## config.mk

```make
export PLATFORM = sky130hd
export DESIGN_NAME = ecd_cordic_cell
export DESIGN_NICKNAME = d
export VERILOG_FILES = /design/src/rtl/ecd_pkg.sv /design/src/rtl/ecd_cordic_cell.sv
export SDC_FILE = /design/constraint.sdc
export NUM_CORES = 1
export LEC_CHECK = 0
export BUFFER_PORTS_ARGS = -buffer_cell sky130_fd_sc_hd__buf_2
export CORE_ASPECT_RATIO = 1.5
export CORE_MARGIN = 2
export CORE_UTILIZATION = 65
export DETAILED_ROUTE_END_ITERATION = 16
export PLACE_DENSITY = 0.89
export SKIP_LAST_GASP = 1
export SYNTH_ARGS = -nofsm -noshare
export SYNTH_HDL_FRONTEND = slang
export SYNTH_SLANG_ARGS = --single-unit
export TNS_END_PERCENT = 5
```

## constraint.sdc

```tcl
create_clock -name aclk -period 12.94 [get_ports aclk]
set_input_delay 1.941 -clock aclk [delete_from_list [all_inputs] [get_ports aclk]]
set_output_delay 1.941 -clock aclk [all_outputs]
set_load 0.05 [all_outputs]
```

## src/rtl/ecd_pkg.sv

```systemverilog
// shared types, constants and functions of the euler camera direction block
// no dependencies
package ecd_pkg;

    localparam int ANG_W        = 16;
    localparam int Q_W          = 16;
    localparam int XY_W         = 34;
    localparam int Z_W          = 26;
    localparam int CORDIC_STEPS = 16;
    localparam int DIV_STEPS    = 15;
    localparam int STEP_W       = 4;
    localparam int T_W          = 14;
    localparam int QT_W         = 15;

    localparam logic signed [16:0] ANG_FULL    = 17'sd23040;
    localparam logic signed [16:0] ANG_HALF    = 17'sd11520;
    localparam logic signed [16:0] ANG_QUARTER = 17'sd5760;
    localparam logic signed [15:0] PITCH_LIMIT = 16'sd5696;
    localparam logic signed [15:0] Q14_ONE     = 16'sd16384;
    localparam logic signed [XY_W-1:0] CORDIC_X0 = 34'sd652032874;

    typedef struct packed {
        logic signed [XY_W-1:0] x;
        logic signed [XY_W-1:0] y;
        logic signed [Z_W-1:0]  z;
        logic                   neg;
    } cordic_t;

    typedef struct packed {
        logic [T_W-1:0]  rem;
        logic [QT_W-1:0] lo;
        logic [QT_W-1:0] q;
        logic [T_W-1:0]  t;
        logic            neg;
    } div_t;

    typedef struct packed {
        logic signed [Q_W-1:0] fx;
        logic signed [Q_W-1:0] fy;
        logic signed [Q_W-1:0] fz;
        logic signed [Q_W-1:0] cr;
        logic signed [Q_W-1:0] sr;
        logic                  tiny;
        logic                  resc;
    } carry_t;

    function automatic logic signed [Z_W-1:0] atan_deg16(input logic [STEP_W-1:0] i);
        logic signed [Z_W-1:0] r;
        case (i)
            4'd0:    r = 26'sd2949120;
            4'd1:    r = 26'sd1740967;
            4'd2:    r = 26'sd919879;
            4'd3:    r = 26'sd466945;
            4'd4:    r = 26'sd234379;
            4'd5:    r = 26'sd117266;
            4'd6:    r = 26'sd58666;
            4'd7:    r = 26'sd29335;
            4'd8:    r = 26'sd14668;
            4'd9:    r = 26'sd7334;
            4'd10:   r = 26'sd3667;
            4'd11:   r = 26'sd1833;
            4'd12:   r = 26'sd917;
            4'd13:   r = 26'sd458;
            4'd14:   r = 26'sd229;
            4'd15:   r = 26'sd115;
            default: r = '0;
        endcase
        return r;
    endfunction

    function automatic logic signed [Q_W-1:0] sat_q14(input logic signed [17:0] v);
        logic signed [Q_W-1:0] r;
        if (v > 18'sd16384) begin
            r = Q14_ONE;
        end else if (v < -18'sd16384) begin
            r = -Q14_ONE;
        end else begin
            r = v[Q_W-1:0];
        end
        return r;
    endfunction

    // wrap to one turn, fold into the right half plane
    function automatic cordic_t reduce_angle(input logic signed [ANG_W-1:0] a);
        cordic_t         c;
        logic signed [16:0] w;
        logic signed [16:0] h;
        logic            n;
        w = {a[ANG_W-1], a};
        if (w >= ANG_HALF) begin
            w = w - ANG_FULL;
        end else if (w < -ANG_HALF) begin
            w = w + ANG_FULL;
        end
        n = 1'b0;
        h = w;
        if (w > ANG_QUARTER) begin
            h = w - ANG_HALF;
            n = 1'b1;
        end else if (w < -ANG_QUARTER) begin
            h = w + ANG_HALF;
            n = 1'b1;
        end
        c.x   = CORDIC_X0;
        c.y   = '0;
        c.z   = {h[Z_W-11:0], 10'd0};
        c.neg = n;
        return c;
    endfunction

endpackage

```

## src/rtl/ecd_cordic_cell.sv

```systemverilog
// one rotation step of the sine/cosine chain
// depends on ecd_pkg
module ecd_cordic_cell (
    input  logic                          aclk,
    input  logic                          en,
    input  logic [ecd_pkg::STEP_W-1:0]    step_idx,
    input  ecd_pkg::cordic_t              din,
    output ecd_pkg::cordic_t              dout
);

    ecd_pkg::cordic_t dout_reg;
    ecd_pkg::cordic_t dout_next;
    logic signed [ecd_pkg::XY_W-1:0] xs;
    logic signed [ecd_pkg::XY_W-1:0] ys;
    logic signed [ecd_pkg::Z_W-1:0]  at;

    always_comb begin
        xs = din.x >>> step_idx;
        ys = din.y >>> step_idx;
        at = ecd_pkg::atan_deg16(step_idx);
        dout_next = din;
        if (!din.z[ecd_pkg::Z_W-1]) begin
            dout_next.x = din.x - ys;
            dout_next.y = din.y + xs;
            dout_next.z = din.z - at;
        end else begin
            dout_next.x = din.x + ys;
            dout_next.y = din.y - xs;
            dout_next.z = din.z + at;
        end
    end

    always_ff @(posedge aclk) begin
        if (en) begin
            dout_reg <= dout_next;
        end
    end

    assign dout = dout_reg;

endmodule

```

======== After elaboration in Yosys (flattened, before gate mapping) ========
Memories as Yosys holds them, arrays and structs flattened.
Cells that the tools add are included.
storage, ports and cells
  bits in registers ....................... 95
  bits in read-only memories .............. 352
  bits of input ports ..................... 101
  output and inout port bits .............. 95
  logic and storage cells ................. 14
  memories kept ........................... 1
operators by class
  $add $sub $neg .......................... 6
  shift-type cells ........................ 2
  muxes and demuxes ....................... 1
memories
  memory           depth  bits a word  read ports  clocked after memory_dff  wr ports  line           source
  (no name shown)  16     22           1           0                         0         ecd_pkg.sv:49  case (i)
operators by type and width
  cell                          count
  2-to-1 mux 94 bit             1
  adder 34 bit                  2
  >>> shifter 34 x 4 -> 34 bit  2
  subtractor 34 bit             2
  adder 26 bit                  1
  subtractor 26 bit             1

======== Longest topological paths before layout ========
  depth after elaboration ................. 3
  depth in mapped cells ................... 28

======== Worst setup path before layout ========
OpenSTA, ideal clock, no wires.
  path kind ............................... input to register
  start point ............................. in step_idx[3] in the netlist's numbering
  end point ............................... reg dout_reg (netlist bit dout[60]) (data pin)
  library setup time ...................... 0.268 ns
  arrival time ............................ 7.547 ns
  setup slack ............................. 5.125 ns
  stages on the path ...................... 23
  path buffers ............................ 8
  cell sequence ........................... buf_2 > buf_1 > clkbuf_1 > clkbuf_1 > clkbuf_1 > clkbuf_1 > buf_1 > clkbuf_1 > nand2_1 > o21ai_0 > ha_1 > o21a_1 > nor4b_1 > a21oi_1 > xnor2_1 > ha_1 > nand2_1 > a211oi_1 > o211ai_1 > o41a_1 > o41ai_1 > o41ai_1 > xnor2_1
RTL lines
  item                    line                   source
  start: declaration      ecd_cordic_cell.sv:6   input logic [ecd_pkg::STEP_W-1:0] step_idx,
  end signal: assignment  ecd_cordic_cell.sv:35  dout_reg <= dout_next;
  end: declaration        ecd_cordic_cell.sv:11  ecd_pkg::cordic_t dout_reg;

==> summary.txt <==
Global route
  – Largest net degree at the start of global routing: 94
  – Total track usage: 36.2%
  – Number of global-route vias before repair: around 12000
  – Initial antenna violation count: 1
  – First-pass GRT wire length: roughly 63000 microns
  – GRT overflow: 0

Placement
  – Dpl hpwl: 30500 microns
  – # placed instances: 1891
  – GP Congestion: approximately 1.0
  – Placement Setup Slack: approximately 4400 ps
  – I/O Buffers: between 150 and 200

Setup path
  – CP startpoint kind: input port
  – Crit path required time: around 13000 ps
  – Critical path capture point type: flop
  – Crit-path cells: buf_4, buf_4, mux4_2, mux2_2, mux2i_1, nand2_1, nor4b_1, a21oi_1, xnor2_1, ha_1, nand2_1, a211oi_1, o211ai_1, o41a_1, o41ai_1, o41ai_1, xnor2_1
  – Critical Path AT: roughly 8300 ps
  – Critical path class: input port to flop
  – Worst Setup SP: step_idx[0]
  – CP peak stage delay: 780 ps
  – Critical path's slowest cell: nor4b_1
  – Peak fanout along the critical path: just over 60

CTS
  – Reg clk slew, reported paths: 70 ps
  – Root buf cell: clkbuf_16
  – Post-CTS Hold Buffers: 0
  – CTS max path bufs: 2
  – TritonCTS buffer count: 9
  – Sink Count: 95
  – Quantity of gates resized following cts: 0
  – CTS tree: done
  – H-tree Lvls: 3
  – Post-CTS Setup Bufs: 0

Synthesis
  – Synth Area in Compound Gates: 20.2%
  – Sequential element share of the synthesized area: about a fifth
  – Post-synth EDFFs: 95
  – Yosys cell types: between 70 and 80
  – Syn Inst Count: between 1000 and 1500
  – Syn Nets: 1700
  – Proportion of synthesized area in mux cells: a little under a fifth
  – Syn Area/Cell: around 9 sq um
  – Synth warnings: 0
  – Post-Synth XOR/XNOR Area: 10.6%
  – Adder-cell area share of the yosys netlist: about 9.6%
  – Fraction of registers with async set/reset: 0%
  – Largest family of logic cells by synthesized area: compound AO/OA/AOI/OAI gates
  – Simple-gate area share of the yosys netlist: between 10% and 20%
  – Top_reg_cell synth: edfxtp_1
  – Synthesis-stage register bit count: 95
  – Synthesized cell area: between 0.01 and 0.015 sq mm

STA
  – Fmax: 122 MHz
  – Minimum clock period: around 8200 ps
  – Period utilization: approximately 64%
  – RSZ-0062 raised after global routing: no
  – Max-slew violations: 0
  – Final TNS setup: 0 ps
  – Final-report hold violation count: 0
  – Worst-Margin Slew: between 1000 and 1500 ps
  – Worst hold margin: roughly 1700 ps
  – Slew HR: roughly 28%
  – # setup viols final: 0
  – PnR worst setup slack: around 4700 ps

Finish
  – Cell Count, Final, Fillers Out: around 1900
  – Area grow syn2layout: 9.82%
  – Fin nets: about 1800
  – Largest register FFs: 95
  – N_diodes: 0
  – Share of layout cells above drive strength 1: a little over a fifth

Worst hold path
  – Hold Path Class: input port to flop
  – Critical hold path startpoint: din[0]

Routing
  – Routed len/inst: around 21 microns
  – Drt total wl: 40000 microns
  – Drt first pass iters: 8
  – Vias: 13063
  – Post-route ant nets: 0
  – Iteration-0 DRC Markers: roughly 1500
  – Vias per cell: between 6 and 7
  – Drc violations: 0

Floorplan
  – Die height: 180 microns
  – Core area: approximately 0.02 sq mm
  – Starting Density: 66.0%
  – Die Wd: between 100 and 150 microns
  – Row count: 64
  – Top Ports: just under 200
  – Die area: about 0.022 sq mm

Pwr
  – PwrDens: ~130 mW/mm^2
  – Max IR drop VDD: between 0.00008 and 0.00009 V
  – Leak pwr: 6.13 nW

Job
  – Max Cap Viol: 0

Outcome
  – Status: finished, final reports clean
==> layer usage <==
| layer | share of wire [%] | track usage [%] | vias up |
|---|---|---|---|
| met3 | 9.9 | 6.63 | 203 |
| met2 | 48 | 60.6 | 831 |
| met5 | 0.033 | 0 | - |
| met4 | 6.7 | 20.1 | 2 |
| met1 | 35 | 43.5 | 6052 |
| li1 | - | - | 5975 |
==> layout make-up <==
cell class	count	area (sq um)
Multi-Input combinational cell	1282	10000
Tap cell	264	330
Clock buffer	10	229
Sequential cell	95	2850
Timing Repair Buffer	204	1050
Inverter	46	173
Fill cell	1569	5580
Clock inverter	6	36.3
==> cells by family (layout without fill, tap and decap cells) <==
logic type      after synthesis  in the layout
fa+ha+maj                   101            101
compound gates              427            427
mux                         138            138
simple gates                454            454
flops                        95             95
buf+inv                     121            266
xor+xnor                    162            162
==> worst max-delay path: cells and delay by family <==
family / cells / cell delay (ps)
compound gates: 6 / 2120
buf+inv: 2 / 1390
mux: 3 / 1140
simple gates: 3 / 1010
fa+ha+maj: 1 / 370
xor+xnor: 2 / 330
==> Yosys cell counts, types with 19 or more instances <==
library cell	n	area, sq um
nor2_1	107	402
a31oi_1	29	181
clkbuf_1	32	120
o21ai_0	83	415
a21oi_1	134	671
mux4_2	81	1820
buf_2	20	100
xnor2_1	104	911
nand2_1	149	559
xor2_1	58	508
nand3_1	27	135
mux2_2	29	327
nor3_1	44	220
inv_1	43	161
edfxtp_1	95	2850
a21o_1	49	368
nor2b_1	21	131
ha_1	98	1230
mux2i_1	28	280
nand2b_1	20	125
and3_1	19	119
==> power breakdown <==
group,internal (mW),switching (mW)
Sequential,0.463,0.0215
Combinational,0.398,0.799
Clock,0.129,0.125
Total,0.991,0.946
==> stage by stage <==
stage               instance area, sq um  total power, mW  util, %
detailed placement                 14400             1.67     71.2
floorplan                          13400             1.41        -
finish                             14700             1.94     72.5
CTS                                14700             1.92     72.5
global route                       14700             2.04     72.5
global placement                   14400             1.64     71.2
==> placed cells by master, fill, tap and decap left out, types with 4 or more instances in the layout <==
cell | synthesis | routed
a21o_1 | 49 | 49
ha_1 | 98 | 98
nor2_1 | 107 | 107
nor4_1 | 9 | 9
or2_2 | 9 | 9
edfxtp_1 | 95 | 95
nand2b_1 | 20 | 20
or3_1 | 15 | 15
a31oi_1 | 29 | 29
nor3b_1 | 4 | 4
o31a_1 | 6 | 6
o21bai_1 | 15 | 15
xnor2_1 | 104 | 104
buf_2 | 20 | 191
and3_1 | 19 | 19
nor2b_1 | 21 | 21
and2_1 | 8 | 8
o211ai_1 | 12 | 12
o41ai_1 | 4 | 4
a21oi_1 | 134 | 134
clkbuf_16 | 0 | 9
mux2i_1 | 28 | 28
xor2_1 | 58 | 58
buf_4 | 2 | 13
nor3_1 | 44 | 44
mux4_2 | 81 | 81
mux2_2 | 29 | 29
a21boi_0 | 4 | 4
o21a_1 | 13 | 13
nand4_1 | 6 | 6
o211a_1 | 4 | 4
nand3_1 | 27 | 27
a211oi_1 | 16 | 16
a2111oi_0 | 9 | 9
nand2_1 | 149 | 149
o31ai_1 | 13 | 13
inv_1 | 43 | 43
o21ai_0 | 83 | 83
==> final timing paths <==
path                             end  slack (ps)  cells after the start
setup / recovery  dout[60]$_DFFE_PP_        4720                     17
hold / removal     dout[0]$_DFFE_PP_        1750                      1
Note: power is estimated with default switching activity, not from simulation.
