===== src/rtl/ecd_pkg.sv =====
// shared types, constants and functions of the euler camera direction block
// no dependencies
package ecd_pkg;

    localparam int ANG_W        = 16;
    localparam int Q_W          = 16;
    localparam int XY_W         = 34;
    localparam int Z_W          = 26;
    localparam int CORDIC_STEPS = 16;
    localparam int DIV_STEPS    = 15;
    localparam int STEP_W       = 4;
    localparam int T_W          = 14;
    localparam int QT_W         = 15;

    localparam logic signed [16:0] ANG_FULL    = 17'sd23040;
    localparam logic signed [16:0] ANG_HALF    = 17'sd11520;
    localparam logic signed [16:0] ANG_QUARTER = 17'sd5760;
    localparam logic signed [15:0] PITCH_LIMIT = 16'sd5696;
    localparam logic signed [15:0] Q14_ONE     = 16'sd16384;
    localparam logic signed [XY_W-1:0] CORDIC_X0 = 34'sd652032874;

    typedef struct packed {
        logic signed [XY_W-1:0] x;
        logic signed [XY_W-1:0] y;
        logic signed [Z_W-1:0]  z;
        logic                   neg;
    } cordic_t;

    typedef struct packed {
        logic [T_W-1:0]  rem;
        logic [QT_W-1:0] lo;
        logic [QT_W-1:0] q;
        logic [T_W-1:0]  t;
        logic            neg;
    } div_t;

    typedef struct packed {
        logic signed [Q_W-1:0] fx;
        logic signed [Q_W-1:0] fy;
        logic signed [Q_W-1:0] fz;
        logic signed [Q_W-1:0] cr;
        logic signed [Q_W-1:0] sr;
        logic                  tiny;
        logic                  resc;
    } carry_t;

    function automatic logic signed [Z_W-1:0] atan_deg16(input logic [STEP_W-1:0] i);
        logic signed [Z_W-1:0] r;
        case (i)
            4'd0:    r = 26'sd2949120;
            4'd1:    r = 26'sd1740967;
            4'd2:    r = 26'sd919879;
            4'd3:    r = 26'sd466945;
            4'd4:    r = 26'sd234379;
            4'd5:    r = 26'sd117266;
            4'd6:    r = 26'sd58666;
            4'd7:    r = 26'sd29335;
            4'd8:    r = 26'sd14668;
            4'd9:    r = 26'sd7334;
            4'd10:   r = 26'sd3667;
            4'd11:   r = 26'sd1833;
            4'd12:   r = 26'sd917;
            4'd13:   r = 26'sd458;
            4'd14:   r = 26'sd229;
            4'd15:   r = 26'sd115;
            default: r = '0;
        endcase
        return r;
    endfunction

    function automatic logic signed [Q_W-1:0] sat_q14(input logic signed [17:0] v);
        logic signed [Q_W-1:0] r;
        if (v > 18'sd16384) begin
            r = Q14_ONE;
        end else if (v < -18'sd16384) begin
            r = -Q14_ONE;
        end else begin
            r = v[Q_W-1:0];
        end
        return r;
    endfunction

    // wrap to one turn, fold into the right half plane
    function automatic cordic_t reduce_angle(input logic signed [ANG_W-1:0] a);
        cordic_t         c;
        logic signed [16:0] w;
        logic signed [16:0] h;
        logic            n;
        w = {a[ANG_W-1], a};
        if (w >= ANG_HALF) begin
            w = w - ANG_FULL;
        end else if (w < -ANG_HALF) begin
            w = w + ANG_FULL;
        end
        n = 1'b0;
        h = w;
        if (w > ANG_QUARTER) begin
            h = w - ANG_HALF;
            n = 1'b1;
        end else if (w < -ANG_QUARTER) begin
            h = w + ANG_HALF;
            n = 1'b1;
        end
        c.x   = CORDIC_X0;
        c.y   = '0;
        c.z   = {h[Z_W-11:0], 10'd0};
        c.neg = n;
        return c;
    endfunction

endpackage


===== src/rtl/ecd_div_cell.sv =====
// one quotient bit of the restoring divider used for the l1 rescale
// depends on ecd_pkg
module ecd_div_cell (
    input  logic           aclk,
    input  logic           en,
    input  ecd_pkg::div_t  din,
    output ecd_pkg::div_t  dout
);

    ecd_pkg::div_t dout_reg;
    ecd_pkg::div_t dout_next;
    logic [ecd_pkg::T_W:0] r2;
    logic [ecd_pkg::T_W:0] diff;

    always_comb begin
        r2   = {din.rem, din.lo[ecd_pkg::QT_W-1]};
        diff = r2 - {1'b0, din.t};
        dout_next    = din;
        dout_next.lo = {din.lo[ecd_pkg::QT_W-2:0], 1'b0};
        if (r2 >= {1'b0, din.t}) begin
            dout_next.rem = diff[ecd_pkg::T_W-1:0];
            dout_next.q   = {din.q[ecd_pkg::QT_W-2:0], 1'b1};
        end else begin
            dout_next.rem = r2[ecd_pkg::T_W-1:0];
            dout_next.q   = {din.q[ecd_pkg::QT_W-2:0], 1'b0};
        end
    end

    always_ff @(posedge aclk) begin
        if (en) begin
            dout_reg <= dout_next;
        end
    end

    assign dout = dout_reg;

endmodule


===== config.mk =====
export PLATFORM = sky130hd
export DESIGN_NAME = ecd_div_cell
export DESIGN_NICKNAME = d
export VERILOG_FILES = /design/src/rtl/ecd_pkg.sv /design/src/rtl/ecd_div_cell.sv
export SDC_FILE = /design/constraint.sdc
export NUM_CORES = 1
export LEC_CHECK = 0
export BUFFER_PORTS_ARGS = -buffer_cell sky130_fd_sc_hd__clkbuf_2
export CAP_MARGIN = 0
export CORE_ASPECT_RATIO = 0.75
export CORE_MARGIN = 5
export CORE_UTILIZATION = 51
export DETAILED_ROUTE_END_ITERATION = 6
export GPL_TIMING_DRIVEN = 0
export HOLD_SLACK_MARGIN = 0.12
export PLACE_DENSITY = 0.89
export SETUP_SLACK_MARGIN = 0.3
export SLEW_MARGIN = 10
export SYNTH_ARGS = -nofsm -noshare
export SYNTH_HDL_FRONTEND = slang
export SYNTH_SLANG_ARGS = --single-unit
export TNS_END_PERCENT = 20

===== constraint.sdc =====
create_clock -name aclk -period 3.88 [get_ports aclk]
set_clock_uncertainty 0.05 [all_clocks]
set_input_delay 0.776 -clock aclk [delete_from_list [all_inputs] [get_ports aclk]]
set_output_delay 0.776 -clock aclk [all_outputs]
set_load 0.05 [all_outputs]

== Word level (Yosys, flattened, before mapping) ==
Index checks and enable logic that the tools add are counted.
Cells by class
  order comparisons: 1
  div/mod/pow operators: 0
  shift operators: 0
  $add $sub $neg: 1
  $mul: 0
  bitwise operators: 0
  multiplexer cells: 2
  equality and inequality tests: 0
  reductions and logical operators: 0
Operators with widths (number)
  greater-or-equal comparator 15 x 14 -> 1 bit: 1
  two-way mux 14 bit: 1
  subtractor 14 bit: 1
  two-way mux 1 bit: 1
Word-level totals
  memories kept: 0
  input port bits: 61
  bits in registers: 58
  ROM bits: 0
  bits in latches: 0
  bits in writable memories: 0
  word-level logic and storage cells: 9
  output and inout bits: 59

== Depth between registers and ports, before layout ==
Gate-level depths: netlist (run 1).
  word-level depth: 2
  mapped depth: 10
  gate-level depth less buffers: 10

== Worst setup path before layout (run 1) ==
OpenSTA, ideal clock, no wires.
  kind: input port to flip-flop
  from: input din[8] in the netlist's numbering
  to: register dout_reg (netlist bit dout[50]) (data pin)
  path slack: 1.103 ns
  library setup time: 0.260 ns
  arrival time: 2.467 ns
  buffers on the path: 1
  cell stages on the path: 9
  path through: inv_1 -> ha_1 -> o21a_2 -> nor2b_4 -> o22a_1 -> a41oi_2 -> o21ai_2 -> buf_6 -> mux2_4
RTL lines
  start, declared: RTL line ecd_div_cell.sv:6  | input ecd_pkg::div_t din,
  end signal, assigned: RTL line ecd_div_cell.sv:31  | dout_reg <= dout_next;
  end, declared: RTL line ecd_div_cell.sv:10  | ecd_pkg::div_t dout_reg;

==> flow_summary.json, run 1 <==
{
  "grt.overflow.total": 0,
  "status": "completed",
  "layout_common_cells": "clkbuf_2, edfxtp_1, inv_1, ha_1, clkbuf_8",
  "route.detailed.drc": 0,
  "dpl.cell_count": 375,
  "clkTransAtPathRegs_ps": 60,
  "numCtsBuffers": 9,
  "cap_violations": 0,
  "drt-pass1-iter-count": 4,
  "synth_top_area_cell": "edfxtp_1",
  "netlist-cell-type-count": 47,
  "syn_area_um2": 2750,
  "syn_inst": 183,
  "slew_viol_final": 0,
  "ys_seq_area_share_pct": 63.4,
  "die-area_um2": 6970,
  "worstMarginPinSlew_ps": 796,
  "yosys_warnings": 0,
  "syn_avg_cell_area_um2": 15.0,
  "cp-start-kind": "input pin",
  "largest_register_ffs": 58,
  "fin_crit_ps": 2860,
  "num_io_pins": 120,
  "power_density_nw_per_um2": 503,
  "syn_nets": 260,
  "routabilityCongestion": 0.766,
  "post-route-util_pct": 68.2,
  "power.leakage_nw": 1.66,
  "root_buffer": "clkbuf_8",
  "cp_cell_sequence": "clkbuf_2 -> inv_1 -> ha_1 -> inv_1 -> fa_1 -> a21oi_1 -> o22ai_1 -> o21a_1 -> o2111ai_1 -> o311ai_0 -> mux2_4",
  "std_cell_rows": 23,
  "finalWirelength_um": 6340,
  "ys_ff_latch": 58,
  "vias": 1958,
  "portBuffers": 117,
  "ys.flop_type": "edfxtp_1",
  "post_cts_resized": 0,
  "routedWlPerCell_um": 16.2,
  "antenna_found_initial": 0,
  "cp_data_arrival_time_ps": 2890,
  "cts_tree": "yes",
  "dp_hpwl_um": 4860,
  "cts_buffer_depth": 2,
  "tns_ps": 0,
  "cts_hold_buf": 0,
  "dp_slack_ps": 725,
  "end_kind": "flip-flop",
  "grt_max_degree": 59,
  "post_cts_buffers": 0,
  "setup_ws_ps": 1020,
  "criticalPathCategory": "input pin to flip-flop",
  "area_delta_synth_final_pct": 31.6,
  "grt_usage_pct": 18.7,
  "worstPathRequired_ps": 3910,
  "synth_top_area_share_pct": 63.4,
  "ant_nets": 0,
  "fp.dieH_um": 73.6,
  "fmax_ghz": 0.349,
  "rsz0062_at_grt": "false",
  "grt_pass1_vias": 1946,
  "finalHoldViolCount": 0,
  "drive_gt1_share_pct": 49.1,
  "h-tree-depth": 3,
  "antenna_cells": 0,
  "cpMaxStageDelayCell": "fa_1",
  "irDropWorstVdd_mv": 0.337,
  "worst_path_most_repeated_cell": "inv_1",
  "crit_path_end": "dout[57]$_DFFE_PP_",
  "max-slew-margin-rel_pct": 47.0,
  "cpPeakStageDelay_ps": 400,
  "core_um2": 5300,
  "hold_path.class": "input pin to flip-flop",
  "layout_commonest_cell": "clkbuf_2",
  "stdcell_count": 391,
  "start_util_pct": 51.9,
  "setup_viol": 0,
  "grt_pass1_wl_um": 9520,
  "die_x_um": 94.7,
  "post-route-period-util_pct": 73.8,
  "finalNetCount": 388,
  "synth_edf_count": 58,
  "clock_sinks": 58,
  "synth_area_leaders": "edfxtp_1, ha_1, mux2_4",
  "viasPerCell": 5.01,
  "drt_iter0_drc": 88,
  "async_flop_share_pct": 0,
  "worstPathMaxFanout": 6,
  "startpoint": "din[44]"
}
==> power by group <==
part,internal (mW),leakage (nW),switching [mW]
logic,0.158,0.997,0.352
registers,0.765,0.568,0.0159
clock network,0.292,0.0974,0.234
total,1.21,1.66,0.602
==> worst max-delay path: cells and delay by family <==
kind                     cells  cell delay, ps
multiplexers                 1             290
buffers and inverters        3             220
AO/OA/AOI/OAI                5            1030
adder cells (fa/ha/maj)      2             570
==> Yosys cell counts (3+ instances only) <==
library cell	number
ha_1	15
xnor2_1	8
edfxtp_1	58
nor2_1	4
mux2_4	8
mux2_2	5
inv_1	20
a21oi_1	7
o21a_1	5
nor3_1	3
nand2_1	3
nor2b_1	3
==> final cells by class <==
| cell class | count | area [um^2] |
|---|---|---|
| Clock buffer | 10 | 128 |
| Sequential cell | 58 | 1740 |
| Inverter | 20 | 75.1 |
| Fill cell | 422 | 1680 |
| Buffer | 3 | 22.5 |
| Tap cell | 75 | 93.8 |
| Multi-Input combinational cell | 102 | 907 |
| Clock inverter | 6 | 57.6 |
| Timing Repair Buffer | 117 | 588 |
==> worst min-delay path by stage <==
stage                        from                 end  slack (ps)  depth (start not counted)
final                     din[33]  dout[34]$_DFFE_PP_         570                          1
after global routing      din[33]  dout[34]$_DFFE_PP_         540                          1
after CTS                 din[28]  dout[29]$_DFFE_PP_         550                          1
after detailed placement  din[28]  dout[29]$_DFFE_PP_         900                          1
after global placement    din[42]  dout[43]$_DFFE_PP_         900                          1
after floorplan            din[0]   dout[0]$_DFFE_PP_         820                          0
==> layer usage <==
| layer | vias up | routed length, um | track usage [%] |
|---|---|---|---|
| met5 | - | 0 | 0 |
| met4 | 0 | 77 | 6.24 |
| met2 | 92 | 3150 | 33.1 |
| met3 | 10 | 751 | 9.01 |
| met1 | 907 | 2360 | 19.5 |
| li1 | 949 | - | - |
==> metrics by stage <==
step	power [mW]	cell area [um^2]	hold WS, ps
6_report	1.82	3610	568
5_1_grt	1.90	3610	543
4_1_cts	1.84	3610	546
3_5_place_dp	1.31	3430	905
3_3_place_gp	1.30	3430	903
2_1_floorplan	1.17	2750	825
==> cells by family (layout without fill, tap and decap cells) <==
kind of cell               count (synthesis)  after routing  synth area share, %
adders and majority gates                 16             16                 7.56
xor gates and xnor gates                  10             10                 3.19
other                                      1              1                0.137
muxes                                     15             15                 7.15
DFF                                       58             58                 63.4
and+or+nand+nor                           25             25                 5.28
AOI/OAI and AO/OA                         35             35                 9.71
buffers and inverters                     23            156                 3.55
Note: power is estimated with default switching activity, not from simulation.
==> run 2, diff against run 1 <==
--- a/config.mk
+++ b/config.mk
@@ -5,15 +5,16 @@
 export SDC_FILE = /design/constraint.sdc
 export NUM_CORES = 1
 export LEC_CHECK = 0
+export ABC_AREA = 1
 export BUFFER_PORTS_ARGS = -buffer_cell sky130_fd_sc_hd__clkbuf_2
 export CAP_MARGIN = 0
 export CORE_ASPECT_RATIO = 0.75
 export CORE_MARGIN = 5
-export CORE_UTILIZATION = 51
+export CORE_UTILIZATION = 49
 export DETAILED_ROUTE_END_ITERATION = 6
 export GPL_TIMING_DRIVEN = 0
 export HOLD_SLACK_MARGIN = 0.12
-export PLACE_DENSITY = 0.89
+export PLACE_DENSITY = 0.85
 export SETUP_SLACK_MARGIN = 0.3
 export SLEW_MARGIN = 10
 export SYNTH_ARGS = -nofsm -noshare
==> constraint.sdc (replaced) <==
create_clock -name aclk -period 2.7 [get_ports aclk]
set_clock_uncertainty 0.05 [all_clocks]
set_input_delay 0.54 -clock aclk [delete_from_list [all_inputs] [get_ports aclk]]
set_output_delay 0.54 -clock aclk [all_outputs]
set_load 0.05 [all_outputs]
==> run 2 against run 1 <==
  * Sequential cell count is the same
  * Wire length grew 9.8%
  * Hold slack lost 240 ps
  * Count of clock-buffer cells in the layout is the same
  * Die area grew 12%
  * Largest cell class unchanged
  * Sequential power grew 43%
  * Cell count grew 27%
  * Critical path depth grew 1
  * Total power grew 48%
  * Non-clock buffer count is the same
  * Sequential share of layout area shrank 3.6 points
==> flow_summary.json, run 2 <==
{
  "irDropWorstVdd_mv": 0.348,
  "numCtsBuffers": 9,
  "grt_usage_pct": 18.7,
  "synth_area_leaders": "edfxtp_1, nand2_1, inv_1",
  "drive_gt1_share_pct": 37.7,
  "crit_family": "simple AND/OR/NAND/NOR gates",
  "grt_pass1_vias": 2346,
  "syn_nets": 363,
  "ys_seq_area_share_pct": 57.9,
  "end_kind": "flip-flop",
  "post_cts_resized": 0,
  "cts_tree": "yes",
  "route.detailed.drc": 0,
  "antenna_found_initial": 0,
  "post-route-period-util_pct": 77.6,
  "layout_common_cells": "clkbuf_2, nand2_1, edfxtp_1, inv_1, ha_1",
  "viasPerCell": 4.70,
  "die-area_um2": 7830,
  "worstPathMaxFanout": 10,
  "hold_depth": 1,
  "finalWirelength_um": 6960,
  "cp_data_arrival_time_ps": 2140,
  "yosys_warnings": 0,
  "cpPeakStageDelay_ps": 360,
  "dp_hpwl_um": 5550,
  "fp.dieH_um": 77.9,
  "ys.flop_type": "edfxtp_1",
  "fmax_ghz": 0.478,
  "min_to": "dout[21]$_DFFE_PP_",
  "vias": 2335,
  "netlist-cell-type-count": 30,
  "synth_edf_count": 58,
  "clkTransAtPathRegs_ps": 60,
  "post_cts_buffers": 0,
  "yosysMostFrequentCell": "nand2_1",
  "ys_ff_latch": 58,
  "power.leakage_nw": 1.99,
  "root_buffer": "clkbuf_8",
  "core_um2": 5890,
  "drt-pass1-iter-count": 4,
  "status": "completed",
  "cpMaxStageDelayCell": "ha_1",
  "synth_top_area_share_pct": 57.9,
  "worst_path_most_repeated_cell": "nand2_1",
  "worstMarginPinSlew_ps": 794,
  "syn_avg_cell_area_um2": 10.5,
  "max-slew-margin-rel_pct": 47.1,
  "criticalPathCategory": "input pin to flip-flop",
  "fin_crit_ps": 2090,
  "routedWlPerCell_um": 14.0,
  "hold_path.class": "input pin to flip-flop",
  "grt_pass1_wl_um": 11300,
  "finalNetCount": 491,
  "routabilityCongestion": 0.842,
  "grt_max_degree": 59,
  "cp_cell_sequence": "clkbuf_2 -> inv_1 -> ha_1 -> nand2_1 -> inv_1 -> nand2_1 -> nand2_1 -> a21oi_4 -> nand3_4 -> buf_8 -> nand2_1 -> o21ai_2",
  "power_density_nw_per_um2": 691,
  "cts_buffer_depth": 2,
  "hold_start": "din[20]",
  "ant_nets": 0,
  "drt_iter0_drc": 112,
  "num_io_pins": 120,
  "finalPower_mw": 2.70,
  "synth_top_area_cell": "edfxtp_1",
  "syn_inst": 286,
  "async_flop_share_pct": 0,
  "worstPathRequired_ps": 2740,
  "antenna_cells": 0,
  "cts_hold_buf": 0,
  "grt.overflow.total": 0,
  "tns_ps": 0,
  "slew_viol_final": 0,
  "area_delta_synth_final_pct": 29.7,
  "largest_register_ffs": 58,
  "layout_commonest_cell": "clkbuf_2",
  "cp-start-kind": "input pin",
  "h-tree-depth": 3,
  "rsz0062_at_grt": "false",
  "setup_viol": 0,
  "synthTopCellsByCount": "nand2_1, edfxtp_1, inv_1, ha_1, nand3_1",
  "portBuffers": 117,
  "std_cell_rows": 24,
  "finalHoldViolCount": 0,
  "cap_violations": 0,
  "syn_area_um2": 3010,
  "clock_sinks": 58,
  "fillers": 489,
  "worst-path-buf-inv": 4,
  "start_util_pct": 51.1,
  "die_x_um": 101
}
==> run 2: cell types whose count changed in the layout (fill, tap and decap cells not counted), sizes merged, moves of 4 or more <==
cell	delta
nor2	+8
xor2	+5
nand4	+6
nor2b	-4
nand3	+15
nand2	+82
xnor2	-8
mux2	-13
o21a	-6
o21ai	+6
inv	+39
==> run 2: per-stage QoR <==
step / hold WS (ps) / cell area (um^2) / worst slack, ps / utilization, % / cells
after CTS: 311 / 3910 / 608 / 66.3 / 497
final: 329 / 3910 / 606 / 66.3 / 497
after global placement: 667 / 3690 / 280 / 62.8 / 481
after global routing: 310 / 3910 / 488 / 66.3 / 497
after detailed placement: 669 / 3700 / 249 / 62.8 / 481
after floorplan: 589 / 3010 / 609 / - / 286
==> run 2: power breakdown <==
group          total, mW  internal [mW]  switching [mW]
clock              0.848          0.513           0.335
combinational      0.731          0.188           0.543
sequential          1.12           1.10          0.0209
total               2.70           1.80           0.899
==> run 2: logic make-up (layout without fill, tap and decap cells) <==
logic type,after synthesis,after routing,share of synthesized area (%)
AO/OA/AOI/OAI,15,15,3.70
buffers and inverters,62,195,8.77
adder cells (fa/ha/maj),16,16,6.90
AND/OR/NAND/NOR,127,127,20.6
flip-flops,58,58,57.9
other,1,1,0.125
XOR/XNOR,7,7,2.04
==> run 2: worst max path at each step <==
stage / start / to / slack, ps / cells past startpoint
3_5_place_dp: din[10] / dout[49]$_DFFE_PP_ / 250 / 12
3_3_place_gp: din[10] / dout[50]$_DFFE_PP_ / 280 / 12
4_1_cts: din[10] / dout[49]$_DFFE_PP_ / 610 / 12
5_1_grt: din[10] / dout[50]$_DFFE_PP_ / 490 / 12
6_report: din[11] / dout[49]$_DFFE_PP_ / 610 / 12
2_1_floorplan: din[10] / dout[46]$_DFFE_PP_ / 610 / 11
==> run 2: routing by layer <==
layer	global-route usage, %	share of wire (%)	vias to the layer above
li1	-	-	1181
met3	6.99	9.9	9
met2	29.5	45	98
met1	24.3	44	1047
met4	4.85	1.0	0
met5	0	0	-
==> run 2: area by class of cell <==
cell class	instances	area (um^2)	area share, %
Sequential cell	58	1740	44.6
Multi-Input combinational cell	166	1000	25.7
Timing Repair Buffer	117	588	15.1
Inverter	59	221	5.67
Clock buffer	10	128	3.27
Tap cell	78	97.6	2.50
Clock inverter	6	81.3	2.08
Buffer	3	42.5	1.09
